===== src/rtl/core/cf3_pkg.sv =====
// Shared constants, types and step program of the circle-from-linear-system block.
`default_nettype none
package cf3_pkg;

  localparam int DATA_WIDTH_DEF = 48;
  localparam int FRAC_BITS_DEF  = 16;
  localparam int QDEPTH         = 2;

  // Result status codes.
  localparam logic [1:0] ST_OK    = 2'd0;
  localparam logic [1:0] ST_PIVOT = 2'd1;
  localparam logic [1:0] ST_NEG   = 2'd2;
  localparam logic [1:0] ST_SAT   = 2'd3;

  // Step operations.
  localparam logic [2:0] OP_ADD  = 3'd0;
  localparam logic [2:0] OP_SUB  = 3'd1;
  localparam logic [2:0] OP_MUL  = 3'd2;
  localparam logic [2:0] OP_DIV  = 3'd3;
  localparam logic [2:0] OP_CHKZ = 3'd4;
  localparam logic [2:0] OP_SQRT = 3'd5;

  // Working register indexes.
  localparam logic [4:0] RI_A00  = 5'd0;
  localparam logic [4:0] RI_A01  = 5'd1;
  localparam logic [4:0] RI_A02  = 5'd2;
  localparam logic [4:0] RI_A10  = 5'd3;
  localparam logic [4:0] RI_A11  = 5'd4;
  localparam logic [4:0] RI_A12  = 5'd5;
  localparam logic [4:0] RI_A20  = 5'd6;
  localparam logic [4:0] RI_A21  = 5'd7;
  localparam logic [4:0] RI_A22  = 5'd8;
  localparam logic [4:0] RI_B0   = 5'd9;
  localparam logic [4:0] RI_B1   = 5'd10;
  localparam logic [4:0] RI_B2   = 5'd11;
  localparam logic [4:0] RI_F    = 5'd12;
  localparam logic [4:0] RI_T    = 5'd13;
  localparam logic [4:0] RI_U    = 5'd14;
  localparam logic [4:0] RI_X2   = 5'd15;
  localparam logic [4:0] RI_X1   = 5'd16;
  localparam logic [4:0] RI_CX   = 5'd17;
  localparam logic [4:0] RI_CY   = 5'd18;
  localparam logic [4:0] RI_ZERO = 5'd19;
  localparam int         NREG    = 19;
  localparam int         NIN     = 12;

  localparam logic [5:0] PC_LAST = 6'd36;

  typedef struct packed {
    logic [2:0] op;
    logic [4:0] sa;
    logic [4:0] sb;
    logic [4:0] dst;
  } cf3_uop_t;

  // Handshake and classification from the front queue to the back end.
  typedef struct packed {
    logic vld;
    logic a00_zero;
  } cf3_hs_t;

  function automatic cf3_uop_t ucode(input logic [5:0] pc);
    cf3_uop_t u;
    case (pc)
      6'd0:  u = '{OP_DIV,  RI_A10,  RI_A00, RI_F};
      6'd1:  u = '{OP_MUL,  RI_F,    RI_A01, RI_T};
      6'd2:  u = '{OP_SUB,  RI_A11,  RI_T,   RI_A11};
      6'd3:  u = '{OP_MUL,  RI_F,    RI_A02, RI_T};
      6'd4:  u = '{OP_SUB,  RI_A12,  RI_T,   RI_A12};
      6'd5:  u = '{OP_MUL,  RI_F,    RI_B0,  RI_T};
      6'd6:  u = '{OP_SUB,  RI_B1,   RI_T,   RI_B1};
      6'd7:  u = '{OP_DIV,  RI_A20,  RI_A00, RI_F};
      6'd8:  u = '{OP_MUL,  RI_F,    RI_A01, RI_T};
      6'd9:  u = '{OP_SUB,  RI_A21,  RI_T,   RI_A21};
      6'd10: u = '{OP_MUL,  RI_F,    RI_A02, RI_T};
      6'd11: u = '{OP_SUB,  RI_A22,  RI_T,   RI_A22};
      6'd12: u = '{OP_MUL,  RI_F,    RI_B0,  RI_T};
      6'd13: u = '{OP_SUB,  RI_B2,   RI_T,   RI_B2};
      6'd14: u = '{OP_CHKZ, RI_A11,  RI_A11, RI_T};
      6'd15: u = '{OP_DIV,  RI_A21,  RI_A11, RI_F};
      6'd16: u = '{OP_MUL,  RI_F,    RI_A12, RI_T};
      6'd17: u = '{OP_SUB,  RI_A22,  RI_T,   RI_A22};
      6'd18: u = '{OP_MUL,  RI_F,    RI_B1,  RI_T};
      6'd19: u = '{OP_SUB,  RI_B2,   RI_T,   RI_B2};
      6'd20: u = '{OP_CHKZ, RI_A22,  RI_A22, RI_T};
      6'd21: u = '{OP_DIV,  RI_B2,   RI_A22, RI_X2};
      6'd22: u = '{OP_MUL,  RI_X2,   RI_A12, RI_T};
      6'd23: u = '{OP_SUB,  RI_B1,   RI_T,   RI_T};
      6'd24: u = '{OP_DIV,  RI_T,    RI_A11, RI_X1};
      6'd25: u = '{OP_MUL,  RI_X2,   RI_A02, RI_T};
      6'd26: u = '{OP_SUB,  RI_B0,   RI_T,   RI_U};
      6'd27: u = '{OP_MUL,  RI_X1,   RI_A01, RI_T};
      6'd28: u = '{OP_SUB,  RI_U,    RI_T,   RI_U};
      6'd29: u = '{OP_DIV,  RI_U,    RI_A00, RI_F};
      6'd30: u = '{OP_SUB,  RI_ZERO, RI_F,   RI_CX};
      6'd31: u = '{OP_SUB,  RI_ZERO, RI_X1,  RI_CY};
      6'd32: u = '{OP_MUL,  RI_CX,   RI_CX,  RI_T};
      6'd33: u = '{OP_MUL,  RI_CY,   RI_CY,  RI_U};
      6'd34: u = '{OP_ADD,  RI_T,    RI_U,   RI_T};
      6'd35: u = '{OP_SUB,  RI_T,    RI_X2,  RI_T};
      default: u = '{OP_SQRT, RI_T,  RI_T,   RI_T};
    endcase
    return u;
  endfunction

endpackage
`default_nettype wire


===== src/rtl/core/cf3_front.sv =====
// Input side: accepts systems, flags a zero leading pivot and queues them for the back end.
`default_nettype none
module cf3_front
  import cf3_pkg::*;
#(
  parameter int DATA_WIDTH = DATA_WIDTH_DEF
) (
  input  wire logic                         clk,
  input  wire logic                         rst_n,
  input  wire logic                         push,
  output logic                              full,
  input  wire logic [NIN*DATA_WIDTH-1:0]    sys_i,
  output cf3_hs_t                           hs_o,
  output logic [NIN*DATA_WIDTH-1:0]         sys_o,
  input  wire logic                         take
);

  localparam int QAW = (QDEPTH > 1) ? $clog2(QDEPTH) : 1;
  localparam int QCW = $clog2(QDEPTH + 1);
  localparam logic [QCW-1:0] QFULL = QCW'(QDEPTH);
  localparam logic [QAW-1:0] QLAST = QAW'(QDEPTH - 1);

  logic [NIN*DATA_WIDTH-1:0] data_r [QDEPTH];
  logic                      zflag_r [QDEPTH];
  logic [QAW-1:0]            wp_r, wp_nxt, rp_r, rp_nxt;
  logic [QCW-1:0]            cnt_r, cnt_nxt;
  logic                      wr, rd;

  assign full  = (cnt_r == QFULL);
  assign wr    = push && !full;
  assign rd    = take && (cnt_r != '0);
  assign hs_o  = '{vld: (cnt_r != '0), a00_zero: zflag_r[rp_r]};
  assign sys_o = data_r[rp_r];

  always_comb begin
    wp_nxt  = wp_r;
    rp_nxt  = rp_r;
    cnt_nxt = cnt_r;
    if (wr) begin
      wp_nxt = (wp_r == QLAST) ? '0 : wp_r + 1'b1;
    end
    if (rd) begin
      rp_nxt = (rp_r == QLAST) ? '0 : rp_r + 1'b1;
    end
    if (wr && !rd) begin
      cnt_nxt = cnt_r + 1'b1;
    end else if (rd && !wr) begin
      cnt_nxt = cnt_r - 1'b1;
    end
  end

  always_ff @(posedge clk) begin
    if (!rst_n) begin
      wp_r  <= '0;
      rp_r  <= '0;
      cnt_r <= '0;
    end else begin
      wp_r  <= wp_nxt;
      rp_r  <= rp_nxt;
      cnt_r <= cnt_nxt;
    end
  end

  always_ff @(posedge clk) begin
    if (wr) begin
      data_r[wp_r]  <= sys_i;
      zflag_r[wp_r] <= (sys_i[DATA_WIDTH-1:0] == '0);
    end
  end

endmodule
`default_nettype wire


===== src/rtl/core/cf3_back.sv =====
// Back end: step sequencer with shared multiplier, divider and square-root units.
`default_nettype none
module cf3_back
  import cf3_pkg::*;
#(
  parameter int DATA_WIDTH = DATA_WIDTH_DEF,
  parameter int FRAC_BITS  = FRAC_BITS_DEF
) (
  input  wire logic                         clk,
  input  wire logic                         rst_n,
  input  cf3_hs_t                           hs_i,
  input  wire logic [NIN*DATA_WIDTH-1:0]    sys_i,
  output logic                              take,
  output logic                              empty,
  input  wire logic                         pop,
  output logic signed [DATA_WIDTH-1:0]      center_x,
  output logic signed [DATA_WIDTH-1:0]      center_y,
  output logic [DATA_WIDTH-2:0]             radius,
  output logic [1:0]                        status
);

  localparam int W   = DATA_WIDTH;
  localparam int F   = FRAC_BITS;
  localparam int DW  = W + F;
  localparam int SQ  = (W + F + 1) / 2;
  localparam int MW  = (2 * W > DW) ? 2 * W : DW;
  localparam int CW  = $clog2(DW + 1);
  localparam int RIW = $clog2(NREG);

  localparam logic [2:0] S_IDLE  = 3'd0;
  localparam logic [2:0] S_FETCH = 3'd1;
  localparam logic [2:0] S_SETUP = 3'd2;
  localparam logic [2:0] S_ITER  = 3'd3;
  localparam logic [2:0] S_WB    = 3'd4;
  localparam logic [2:0] S_OUT   = 3'd5;

  logic [2:0]          st_r, st_nxt;
  logic [5:0]          pc_r, pc_nxt;
  logic [CW-1:0]       cnt_r, cnt_nxt;
  logic                sat_r, sat_nxt;
  logic [W-1:0]        rf_r [NREG];
  logic [W-1:0]        opa_r, opb_r;
  logic [W-1:0]        ma_r, ma_nxt;
  logic [2*W:0]        pr_r, pr_nxt;
  logic                neg_r, neg_nxt;
  logic [W-1:0]        dv_r, dv_nxt, rm_r, rm_nxt;
  logic [DW-1:0]       nq_r, nq_nxt;
  logic [SQ:0]         srem_r, srem_nxt;
  logic [SQ-1:0]       root_r, root_nxt;
  logic [2*SQ-1:0]     srn_r, srn_nxt;
  logic [W-1:0]        ocx_r, ocx_nxt, ocy_r, ocy_nxt;
  logic [W-2:0]        orad_r, orad_nxt;
  logic [1:0]          ost_r, ost_nxt;

  cf3_uop_t            uop;
  logic                rf_we;
  logic [4:0]          rf_wi;
  logic [W-1:0]        rf_wd;
  logic                load;

  logic [W:0]          as_res;
  logic [W:0]          fm_res;
  logic [MW-1:0]       fm_mag;
  logic [W:0]          mul_sum;
  logic [W+1:0]        div_tv;
  logic [SQ+2:0]       sq_sh;
  logic [SQ+3:0]       sq_tv;
  logic [SQ+W-1:0]     root_ext;
  logic [SQ+W-1:0]     root_lim;

  function automatic logic [W-1:0] mag(input logic [W-1:0] v);
    return v[W-1] ? (~v + 1'b1) : v;
  endfunction

  // Saturating add or subtract; the top bit of the result flags saturation.
  function automatic logic [W:0] sat_as(input logic [W-1:0] a, input logic [W-1:0] b,
                                        input logic sub);
    logic [W:0] s;
    logic [W:0] r;
    s = sub ? ({a[W-1], a} - {b[W-1], b}) : ({a[W-1], a} + {b[W-1], b});
    if (s[W] != s[W-1]) begin
      r = {1'b1, s[W], {(W-1){~s[W]}}};
    end else begin
      r = {1'b0, s[W-1:0]};
    end
    return r;
  endfunction

  // Signed value from sign and magnitude, clamped to the word range.
  function automatic logic [W:0] from_mag(input logic neg, input logic [MW-1:0] m);
    logic [MW-1:0] lim;
    logic [W-1:0]  v;
    logic          s;
    lim = {{(MW-W){1'b0}}, neg, {(W-1){~neg}}};
    s   = (m > lim);
    v   = s ? lim[W-1:0] : m[W-1:0];
    return {s, neg ? (~v + 1'b1) : v};
  endfunction

  assign uop      = ucode(pc_r);
  assign take     = (st_r == S_IDLE) && hs_i.vld;
  assign load     = take;
  assign empty    = (st_r != S_OUT);
  assign center_x = ocx_r;
  assign center_y = ocy_r;
  assign radius   = orad_r;
  assign status   = ost_r;

  assign as_res   = sat_as(opa_r, opb_r, uop.op == OP_SUB);
  assign fm_mag   = (uop.op == OP_MUL) ? MW'(pr_r[2*W-1:F]) : MW'(nq_r);
  assign fm_res   = from_mag(neg_r, fm_mag);
  assign mul_sum  = pr_r[2*W:W] + {1'b0, ma_r};
  assign div_tv   = {1'b0, rm_r, nq_r[DW-1]} - {2'b00, dv_r};
  assign sq_sh    = {srem_r, srn_r[2*SQ-1:2*SQ-2]};
  assign sq_tv    = {1'b0, sq_sh} - {2'b00, root_r, 2'b01};
  assign root_ext = (SQ+W)'(root_r);
  assign root_lim = {{(SQ+1){1'b0}}, {(W-1){1'b1}}};

  always_comb begin
    st_nxt   = st_r;
    pc_nxt   = pc_r;
    cnt_nxt  = cnt_r;
    sat_nxt  = sat_r;
    ma_nxt   = ma_r;
    pr_nxt   = pr_r;
    neg_nxt  = neg_r;
    dv_nxt   = dv_r;
    rm_nxt   = rm_r;
    nq_nxt   = nq_r;
    srem_nxt = srem_r;
    root_nxt = root_r;
    srn_nxt  = srn_r;
    ocx_nxt  = ocx_r;
    ocy_nxt  = ocy_r;
    orad_nxt = orad_r;
    ost_nxt  = ost_r;
    rf_we    = 1'b0;
    rf_wi    = uop.dst;
    rf_wd    = as_res[W-1:0];
    case (st_r)
      S_IDLE: begin
        if (hs_i.vld) begin
          sat_nxt = 1'b0;
          pc_nxt  = '0;
          if (hs_i.a00_zero) begin
            ocx_nxt  = '0;
            ocy_nxt  = '0;
            orad_nxt = '0;
            ost_nxt  = ST_PIVOT;
            st_nxt   = S_OUT;
          end else begin
            st_nxt = S_FETCH;
          end
        end
      end
      S_FETCH: begin
        st_nxt = S_SETUP;
      end
      S_SETUP: begin
        case (uop.op)
          OP_ADD, OP_SUB: begin
            rf_we   = 1'b1;
            sat_nxt = sat_r | as_res[W];
            pc_nxt  = pc_r + 1'b1;
            st_nxt  = S_FETCH;
          end
          OP_MUL: begin
            ma_nxt  = mag(opa_r);
            pr_nxt  = {{(W+1){1'b0}}, mag(opb_r)};
            neg_nxt = opa_r[W-1] ^ opb_r[W-1];
            cnt_nxt = CW'(W - 1);
            st_nxt  = S_ITER;
          end
          OP_DIV: begin
            nq_nxt  = {mag(opa_r), {F{1'b0}}};
            dv_nxt  = mag(opb_r);
            rm_nxt  = '0;
            neg_nxt = opa_r[W-1] ^ opb_r[W-1];
            cnt_nxt = CW'(DW - 1);
            st_nxt  = S_ITER;
          end
          OP_CHKZ: begin
            if (opa_r == '0) begin
              ocx_nxt  = '0;
              ocy_nxt  = '0;
              orad_nxt = '0;
              ost_nxt  = ST_PIVOT;
              st_nxt   = S_OUT;
            end else begin
              pc_nxt = pc_r + 1'b1;
              st_nxt = S_FETCH;
            end
          end
          default: begin
            ocx_nxt = rf_r[RI_CX[RIW-1:0]];
            ocy_nxt = rf_r[RI_CY[RIW-1:0]];
            if (opa_r[W-1]) begin
              orad_nxt = '0;
              ost_nxt  = ST_NEG;
              st_nxt   = S_OUT;
            end else begin
              srn_nxt  = {{(2*SQ-W+1-F){1'b0}}, opa_r[W-2:0], {F{1'b0}}};
              srem_nxt = '0;
              root_nxt = '0;
              cnt_nxt  = CW'(SQ - 1);
              st_nxt   = S_ITER;
            end
          end
        endcase
      end
      S_ITER: begin
        case (uop.op)
          OP_MUL: begin
            pr_nxt = {1'b0, (pr_r[0] ? mul_sum : pr_r[2*W:W]), pr_r[W-1:1]};
          end
          OP_DIV: begin
            rm_nxt = div_tv[W+1] ? {rm_r[W-2:0], nq_r[DW-1]} : div_tv[W-1:0];
            nq_nxt = {nq_r[DW-2:0], ~div_tv[W+1]};
          end
          default: begin
            srn_nxt = {srn_r[2*SQ-3:0], 2'b00};
            if (!sq_tv[SQ+3]) begin
              srem_nxt = sq_tv[SQ:0];
              root_nxt = {root_r[SQ-2:0], 1'b1};
            end else begin
              srem_nxt = sq_sh[SQ:0];
              root_nxt = {root_r[SQ-2:0], 1'b0};
            end
          end
        endcase
        if (cnt_r == '0) begin
          st_nxt = S_WB;
        end else begin
          cnt_nxt = cnt_r - 1'b1;
        end
      end
      S_WB: begin
        if (uop.op == OP_SQRT) begin
          if (root_ext > root_lim) begin
            orad_nxt = '1;
            ost_nxt  = ST_SAT;
          end else begin
            orad_nxt = root_ext[W-2:0];
            ost_nxt  = sat_r ? ST_SAT : ST_OK;
          end
          st_nxt = S_OUT;
        end else begin
          rf_we   = 1'b1;
          rf_wd   = fm_res[W-1:0];
          sat_nxt = sat_r | fm_res[W];
          pc_nxt  = pc_r + 1'b1;
          st_nxt  = S_FETCH;
        end
      end
      S_OUT: begin
        if (pop) begin
          st_nxt = S_IDLE;
        end
      end
      default: begin
        st_nxt = S_IDLE;
      end
    endcase
  end

  always_ff @(posedge clk) begin
    if (!rst_n) begin
      st_r  <= S_IDLE;
      pc_r  <= '0;
      cnt_r <= '0;
      sat_r <= 1'b0;
    end else begin
      st_r  <= st_nxt;
      pc_r  <= pc_nxt;
      cnt_r <= cnt_nxt;
      sat_r <= sat_nxt;
    end
  end

  always_ff @(posedge clk) begin
    ma_r   <= ma_nxt;
    pr_r   <= pr_nxt;
    neg_r  <= neg_nxt;
    dv_r   <= dv_nxt;
    rm_r   <= rm_nxt;
    nq_r   <= nq_nxt;
    srem_r <= srem_nxt;
    root_r <= root_nxt;
    srn_r  <= srn_nxt;
    ocx_r  <= ocx_nxt;
    ocy_r  <= ocy_nxt;
    orad_r <= orad_nxt;
    ost_r  <= ost_nxt;
    if (st_r == S_FETCH) begin
      opa_r <= (uop.sa == RI_ZERO) ? '0 : rf_r[uop.sa[RIW-1:0]];
      opb_r <= (uop.sb == RI_ZERO) ? '0 : rf_r[uop.sb[RIW-1:0]];
    end
  end

  always_ff @(posedge clk) begin
    if (load) begin
      for (int i = 0; i < NIN; i++) begin
        rf_r[i] <= sys_i[i*W +: W];
      end
    end else if (rf_we) begin
      rf_r[rf_wi[RIW-1:0]] <= rf_wd;
    end
  end

endmodule
`default_nettype wire


===== src/rtl/core/circle_from_3x3_linear_solve.sv =====
// Top level of the circle fit by Gaussian elimination on a 3x3 linear system.
//
// Usage: the input channel is a queue. A word (nine matrix entries and three
// right-hand entries, signed fixed point with FRAC_BITS fraction bits) is
// taken at a rising edge with in_push high and in_full low. The result
// channel is a queue too: while out_empty is low the oldest result sits on
// the out_ ports and is taken at an edge with out_pop high.
// A two-word queue holds systems while the back end works, so the sender is
// not held up by a result that waits to be popped until the queue is full.
// The back end runs a fixed list of 37 steps through one shared bit-serial
// multiplier, one restoring divider and one digit-serial square root. A zero
// leading pivot, flagged in the input queue, is answered without running the
// steps. The back end takes up a new system only once the previous result
// has been popped, since the shared arithmetic units serve one system at a
// time.
// When out_pop stays low the finished result is held and the back end
// waits; the input queue keeps taking words until it is full.
// Reset (synchronous, active low) empties both sides and drops work in hand.
`default_nettype none
module circle_from_3x3_linear_solve
  import cf3_pkg::*;
#(
  parameter int DATA_WIDTH = DATA_WIDTH_DEF,
  parameter int FRAC_BITS  = FRAC_BITS_DEF
) (
  input  wire logic                          clk,
  input  wire logic                          rst_n,
  input  wire logic                          in_push,
  output logic                               in_full,
  input  wire logic signed [DATA_WIDTH-1:0]  in_m00,
  input  wire logic signed [DATA_WIDTH-1:0]  in_m01,
  input  wire logic signed [DATA_WIDTH-1:0]  in_m02,
  input  wire logic signed [DATA_WIDTH-1:0]  in_m10,
  input  wire logic signed [DATA_WIDTH-1:0]  in_m11,
  input  wire logic signed [DATA_WIDTH-1:0]  in_m12,
  input  wire logic signed [DATA_WIDTH-1:0]  in_m20,
  input  wire logic signed [DATA_WIDTH-1:0]  in_m21,
  input  wire logic signed [DATA_WIDTH-1:0]  in_m22,
  input  wire logic signed [DATA_WIDTH-1:0]  in_r0,
  input  wire logic signed [DATA_WIDTH-1:0]  in_r1,
  input  wire logic signed [DATA_WIDTH-1:0]  in_r2,
  output logic                               out_empty,
  input  wire logic                          out_pop,
  output logic signed [DATA_WIDTH-1:0]       out_center_x,
  output logic signed [DATA_WIDTH-1:0]       out_center_y,
  output logic [DATA_WIDTH-2:0]              out_radius,
  output logic [1:0]                         out_status
);

  logic [NIN*DATA_WIDTH-1:0] sys_in, sys_q;
  cf3_hs_t                   hs;
  logic                      take;

  // Matrix entry m00 sits in the lowest slot, the right-hand r2 in the highest,
  // matching the working register order of the back end.
  assign sys_in = {in_r2, in_r1, in_r0, in_m22, in_m21, in_m20,
                   in_m12, in_m11, in_m10, in_m02, in_m01, in_m00};

  cf3_front #(
    .DATA_WIDTH (DATA_WIDTH)
  ) u_front (
    .clk   (clk),
    .rst_n (rst_n),
    .push  (in_push),
    .full  (in_full),
    .sys_i (sys_in),
    .hs_o  (hs),
    .sys_o (sys_q),
    .take  (take)
  );

  cf3_back #(
    .DATA_WIDTH (DATA_WIDTH),
    .FRAC_BITS  (FRAC_BITS)
  ) u_back (
    .clk      (clk),
    .rst_n    (rst_n),
    .hs_i     (hs),
    .sys_i    (sys_q),
    .take     (take),
    .empty    (out_empty),
    .pop      (out_pop),
    .center_x (out_center_x),
    .center_y (out_center_y),
    .radius   (out_radius),
    .status   (out_status)
  );

`ifndef NO_ASSERTIONS
  // A zero pivot reports an all-zero circle.
  a_pivot_zero: assert property (@(posedge clk) disable iff (!rst_n)
    (!out_empty && out_status == ST_PIVOT) |->
      (out_center_x == '0 && out_center_y == '0 && out_radius == '0))
    else $error("zero pivot result carries nonzero fields");

  // A negative radicand reports a zero radius.
  a_neg_radius: assert property (@(posedge clk) disable iff (!rst_n)
    (!out_empty && out_status == ST_NEG) |-> (out_radius == '0))
    else $error("negative radicand result carries nonzero radius");

  // The back end cannot have a new result ready in the cycle after a pop.
  a_pop_gap: assert property (@(posedge clk) disable iff (!rst_n)
    (out_pop && !out_empty) |=> out_empty)
    else $error("result reappeared directly after pop");
`endif

endmodule
`default_nettype wire

===== config.mk =====
export PLATFORM = sky130hd
export DESIGN_NAME = circle_from_3x3_linear_solve
export DESIGN_NICKNAME = d
export VERILOG_FILES = /design/src/rtl/core/cf3_pkg.sv /design/src/rtl/core/cf3_front.sv /design/src/rtl/core/cf3_back.sv /design/src/rtl/core/circle_from_3x3_linear_solve.sv
export SDC_FILE = /design/constraint.sdc
export NUM_CORES = 2
export LEC_CHECK = 0
export BUFFER_PORTS_ARGS = -buffer_cell sky130_fd_sc_hd__buf_2
export CELL_PAD_IN_SITES_DETAIL_PLACEMENT = 1
export CELL_PAD_IN_SITES_GLOBAL_PLACEMENT = 2
export CORE_ASPECT_RATIO = 1.5
export CORE_MARGIN = 4
export CORE_UTILIZATION = 35
export DETAILED_ROUTE_END_ITERATION = 8
export PLACE_DENSITY = 0.76
export RECOVER_POWER = 25
export SKIP_CTS_REPAIR_TIMING = 1
export SYNTH_ARGS = -nofsm -noshare
export SYNTH_HDL_FRONTEND = slang
export SYNTH_SLANG_ARGS = --single-unit

===== constraint.sdc =====
create_clock -name clk -period 35.7 [get_ports clk]
set_input_delay 5.355 -clock clk [delete_from_list [all_inputs] [get_ports clk]]
set_output_delay 5.355 -clock clk [all_outputs]
set_load 0.02 [all_outputs]

# After elaboration in Yosys (flattened, before gate mapping)
# Memory sizes are Yosys's and may differ from the RTL's. A register that Yosys moved wholly into a read port is not among the register bits.
# Cells that the tools add are included.
[classes] addsub=14 order_cmp=2 eq_ne=37 mux=103 n_bitwise=9 n_reduce_logical=36
[ops] op="2-to-1 mux 48 bit" n=13
[ops] op="case mux 48 bit (2 select lines)" n=5
[ops] op="2-to-1 mux 64 bit" n=5
[ops] op="2-to-1 mux 47 bit" n=6
[ops] op="case mux 64 bit (2 select lines)" n=2
[ops] op="2-to-1 mux 97 bit" n=2
[ops] op="case mux 97 bit (2 select lines)" n=1
[ops] op="2-to-1 mux 49 bit" n=3
[ops] op="adder 48 x 1 -> 48 bit (second input constant)" n=3
[ops] op="inverter 48 bit" n=3
[ops] op="case mux 47 bit (3 select lines)" n=1
[ops] op="2-to-1 mux 33 bit" n=4
[ops] op="greater-than comparator 96 x 48 -> 1 bit" n=1
[ops] op="zero test 48 bit" n=2
[ops] op="2-to-1 mux 32 bit" n=3
[ops] op="case mux 47 bit (2 select lines)" n=1
[ops] op="2-to-1 mux 80 bit" n=1
[ops] op="case mux 33 bit (2 select lines)" n=1
[ops] op="case mux 32 bit (2 select lines)" n=1
[ops] op="subtractor 49 x 48 -> 50 bit" n=1
[ops] op="adder 48 x 48 -> 49 bit" n=1
[ops] op="adder 49 x 48 -> 49 bit" n=1
[ops] op="subtractor 48 x 48 -> 49 bit" n=1
[ops] op="OR reduction 48 bit" n=1
[ops] op="other kinds (53)" n=138
[totals] regBits=601 ram_bits=2066 mem_bits_ro=1152 in_bits=580 out_inout_bits=147 wordCells=225 memories=4
[mem_list] name="(name not given)" depth=64 word_bits=18 read_ports=1 rd_ports_with_merged_regs=1 write_ports=0 line="cf3_pkg.sv:64" text="case (pc)"
[mem_list] name="u_front.data_r" depth=2 word_bits=576 read_ports=1 rd_ports_with_merged_regs=1 write_ports=1 line="cf3_front.sv:23" text="logic [NIN*DATA_WIDTH-1:0] data_r [QDEPTH];"
[mem_list] name="u_back.rf_r" depth=19 word_bits=48 read_ports=4 rd_ports_with_merged_regs=2 write_ports=12 line="cf3_back.sv:41" text="logic [W-1:0] rf_r [NREG];"
[mem_list] name="u_front.zflag_r" depth=2 word_bits=1 read_ports=1 rd_ports_with_merged_regs=1 write_ports=1 line="cf3_front.sv:24" text="logic zflag_r [QDEPTH];"

# Longest topological paths before layout
[logic_depth] ltp_word=10 ltp_mapped=32 ltp_nobuf=23

# Cells and area by module
# A second synthesis with hierarchy kept.
[hier_totals] cells_unflattened=10745 hier_area_um2=163883.4
[by_module_without_submodules] module="cf3_back" instances=1 cells_per_inst=8908 area_per_inst_um2=121713.0 seq_area_each_um2=66163.5
[by_module_without_submodules] module="cf3_front" instances=1 cells_per_inst=1837 area_per_inst_um2=42170.4 seq_area_each_um2=34753.3

# Worst setup path after synthesis
# Ideal clock, no wire load.
[synth_path] path_type="in2reg" from="input port in_push" to="memory u_front.data_r[0][0] (netlist bit), enable pin" setup_time_ns=1.531 arrival_time_ns=29.301 required_ns=34.169 path_slack_ns=4.868 cell_stages=2 n_path_buf=0 path_cell_list="nand2_1 nor2_1"
[synth_via] elab_chain_cells=3
[synth_lines] element="start, declared" line="circle_from_3x3_linear_solve.sv:28" text="input wire logic in_push,"
[synth_lines] element="logical AND 1 bit" line="cf3_front.sv:30" text="assign wr = push && !full;"
[synth_lines] element="2-to-1 mux 1 bit" line="cf3_front.sv:65" text="if (wr) begin"
[synth_lines] element="2-to-1 mux 1 bit (implied by the code)" line="cf3_front.sv:66" text="data_r[wp_r] <= sys_i;"
[synth_lines] element="end, declared" line="cf3_front.sv:23"
# Every way passes these cells.

# Worst setup path after layout
[layout_path] from="register u_back.uop[10] (netlist name)" to="register u_back.opa_r[42], read port of u_back.rf_r (data pin)"
[layout_via] elab_chain_cells=1
[layout_lines] element="== test 5 bit" line="cf3_back.sv:295" text="opa_r <= (uop.sa == RI_ZERO) ? '0 : rf_r[uop.sa[RIW-1:0]];"
[layout_lines] element="end, declared" line="cf3_back.sv:42" text="logic [W-1:0] opa_r, opb_r;"
# Several ways; a longest one is shown, not always the timed one.
# A chain may end at the register's enable or synchronous reset.

==> results.sh <==
export IMPL_core_area_um2=460000
export IMPL_clock_tree_root_cell="clkbuf_16"
export IMPL_grt_pass1_vias=111140
export IMPL_post_drt_wl_per_cell_um=32.0
export IMPL_grt_pass1_wl_um=830000
export IMPL_layout_drive_gt1_share=0.193
export IMPL_drc=0
export IMPL_synthArstFlopShare=0
export IMPL_synth_flop_cell="edfxtp_1"
export IMPL_setup_viol=0
export IMPL_min_period_ps=10430
export IMPL_start_kind="flop"
export IMPL_start_util=0.351
export IMPL_gp_congestion=0.931
export IMPL_boundaryPins=727
export IMPL_fin_crit_sh=0.292
export IMPL_hold_viol_final=0
export IMPL_status="finished with violations"
export IMPL_internal_power_mw=10.3
export IMPL_seqCellArea_um2=101000
export IMPL_insertion_delay_ps=1000
export IMPL_cts_tree="done"
export IMPL_synth_area_per_cell_um2=14.0
export IMPL_crit_slowest_cell="clkbuf_1"
export IMPL_dieArea_um2=473000
export IMPL_grt_util_all_layers=0.242
export IMPL_cp_end_kind="flop"
export IMPL_seqPwrFrac=0.381
export IMPL_final_fill_count=47199
export IMPL_clock_path_buffers=4
export IMPL_drt_wl_total_um=592000
export IMPL_dieHeight_um=840
export IMPL_nNetsFinal=12883
export IMPL_p_sw_mw=7.23
export IMPL_htree_levels=5
export IMPL_tns_ps=0
export IMPL_antenna_found_initial=46
export IMPL_cp_max_fo=61
export IMPL_path_class="reg -> reg"
export IMPL_first_pass_iters=6
export IMPL_path_common_cell="clkbuf_1"
export IMPL_ys_types=90
export IMPL_hpwlAfterDp_um=418000
export IMPL_power_leakage_nw=63.1
export IMPL_maxCapViolations=65
export IMPL_crit_path_cell_trace="clkbuf_1 > clkbuf_1 > mux2i_1 > o21ai_0 > o22ai_1 > nor3_1 > a21oi_1 > nor2_1"
export IMPL_io_buffers=711
export IMPL_multi_input_area_um2=57000
export IMPL_slew_viol_final=2315
export IMPL_irDropWorstVdd_mv=0.0983
export IMPL_swShare=0.413
export IMPL_cpPeakStageDelay_ps=3690
export IMPL_fin_skew_ps=66.2
export IMPL_rows=305
export IMPL_syn_area_um2=162000
export IMPL_violations="capacitance limit, slew limit"
export IMPL_hold_path_class="reg -> reg"
export IMPL_cts_buffers=339
export IMPL_synth_seq_cells=3374
export IMPL_vias_per_cell=5.90
export IMPL_crit_required_ps=36510
export IMPL_arrival_ps=11250
export IMPL_rsz0062_at_grt="no"
export IMPL_yosysWarningCount=0
export IMPL_via_count=109063
export IMPL_syn_inst=11555
export IMPL_p_comb_frac=0.405
export IMPL_clk_pin_slew_ps=70
export IMPL_cts_sinks=3374
export IMPL_ys_seq_area_frac=0.625
export IMPL_max_slew_margin=-2.44
export IMPL_antenna_left=0
export IMPL_area_growth_pct=13.6
export IMPL_utilization=0.399
export IMPL_drt_iter0_markers=12076
export IMPL_crit_buf_inv=2
export IMPL_tightestPinTransition_ps=5160
export IMPL_grt_max_degree=186
export IMPL_timing_fmax_ghz=0.0958
export IMPL_power_density_nw_per_um2=95.3
export IMPL_overflow=0
export IMPL_die_w_um=563
export IMPL_path_delay_family="buffers and inverters"
export IMPL_clock_power_share=0.213
export IMPL_synth_edf_count=3334
==> worst min-delay path, cell delays in order, from the launching register on <==
cell     delay [ps]
dfxtp_1         310
o21ai_0          70
a21oi_1          70
==> sequential cells by signal, summed over array words and instances, names as in the netlist, 64 cells and up, named ones only <==
name,flops
u_back.pr_r,96
u_front.data_r,1152
u_back.rf_r,1536
u_back.nq_r,64
==> synth_stat cells (34+ instances only) <==
cell / n / area share
inv_1: 234 / 0.0054
a211oi_1: 596 / 0.028
a21o_1: 99 / 0.0046
xnor2_1: 206 / 0.011
edfxtp_1: 3334 / 0.62
mux2_2: 139 / 0.0097
nand4_1: 51 / 0.0020
mux2i_1: 433 / 0.027
buf_1: 119 / 0.0028
nor4_1: 66 / 0.0026
nor2_1: 640 / 0.015
a31oi_1: 37 / 0.0014
and2_1: 34 / 0.0013
and3_1: 125 / 0.0048
nor2b_1: 577 / 0.022
o221ai_1: 99 / 0.0054
nand3_1: 81 / 0.0025
xor2_1: 106 / 0.0057
nand2_1: 585 / 0.014
dfxtp_1: 40 / 0.0050
a21oi_1: 1201 / 0.037
o22ai_1: 110 / 0.0043
ha_1: 241 / 0.019
mux4_2: 672 / 0.094
nor3_1: 192 / 0.0059
nand2b_1: 38 / 0.0015
or3_1: 38 / 0.0015
clkbuf_1: 705 / 0.016
o31ai_1: 63 / 0.0029
o21ai_0: 336 / 0.010
==> final timing paths <==
check / slack, ps / endpoint / startpoint / cells past startpoint
worst min-delay path: 490 / u_back.cnt_r[5] / u_back.cnt_r[5] / 2
worst min register to register: 490 / u_back.cnt_r[5] / u_back.cnt_r[5] / 2
worst max register to register: 25270 / u_back.opa_r[42] / u_back.uop[10] / 8
worst max-delay path: 25270 / u_back.opa_r[42] / u_back.uop[10] / 8
==> kinds of logic (layout without fill, tap and decap cells) <==
group,Yosys count,after routing,synth area share
adders and majority gates,244,244,0.0190
and+or+nand+nor,2514,2514,0.0771
AOI/OAI and AO/OA,2779,2779,0.106
DFF,3374,3374,0.625
other,1,42,0.0000232
buffers and inverters,1086,1848,0.0257
muxes,1245,1245,0.130
xor gates and xnor gates,312,312,0.0169
==> stage by stage <==
stage               cells  setup WS [ps]  instance area, um^2  hold slack (ps)  power, mW
detailed placement  17858          25370               173000              479       13.7
CTS                 18471          26410               184000              490       17.4
floorplan           11569           4870               162000              449       10.7
finish              18498          25270               183000              488       17.5
global placement    17857          25490               173000              482       13.5
global route        18486          24220               183000              511       18.1
==> routing by layer <==
metal	global-route usage	up-vias	share of wire
met5	0	-	0.00012
met4	0.107	10	0.051
met3	0.0423	1032	0.078
met2	0.396	5129	0.48
met1	0.315	56647	0.39
li1	-	46245	-
==> placed cells by master (no fill, tap or decap), types with 106 or more instances in the layout <==
master	Yosys	final
and3_1	125	124
a211oi_1	596	596
o21ai_0	336	318
clkbuf_1	705	108
buf_2	11	711
edfxtp_1	3334	3334
nor3_1	192	190
clkbuf_16	0	344
nor2_1	640	616
mux2i_1	433	433
a21oi_1	1201	1195
mux2_2	139	138
mux4_2	672	672
buf_4	15	234
ha_1	241	241
xnor2_1	206	206
nand2_1	585	583
xor2_1	106	106
nor2b_1	577	575
o22ai_1	110	107
inv_1	234	234
==> power by group through the flow <==
stage / combinational [mW] / sequential, mW / clock [mW]
after floorplan: 3.85 / 6.85 / 0
after global placement: 6.80 / 6.68 / 0
after detailed placement: 6.95 / 6.72 / 0
after CTS: 6.98 / 6.65 / 3.79
after global routing: 7.47 / 6.73 / 3.95
final: 7.09 / 6.67 / 3.73
==> final cells by class <==
class                      instances  share of cell area
antenna                           27            0.000368
inverter                         236             0.00483
sequential                      3374               0.550
tap                             6140              0.0419
clock buffer                     405              0.0482
timing repair buffer             999              0.0307
clock inverter                   208              0.0135
multi-input combinational       7109               0.310
Note: power is estimated with default switching activity, not from simulation.
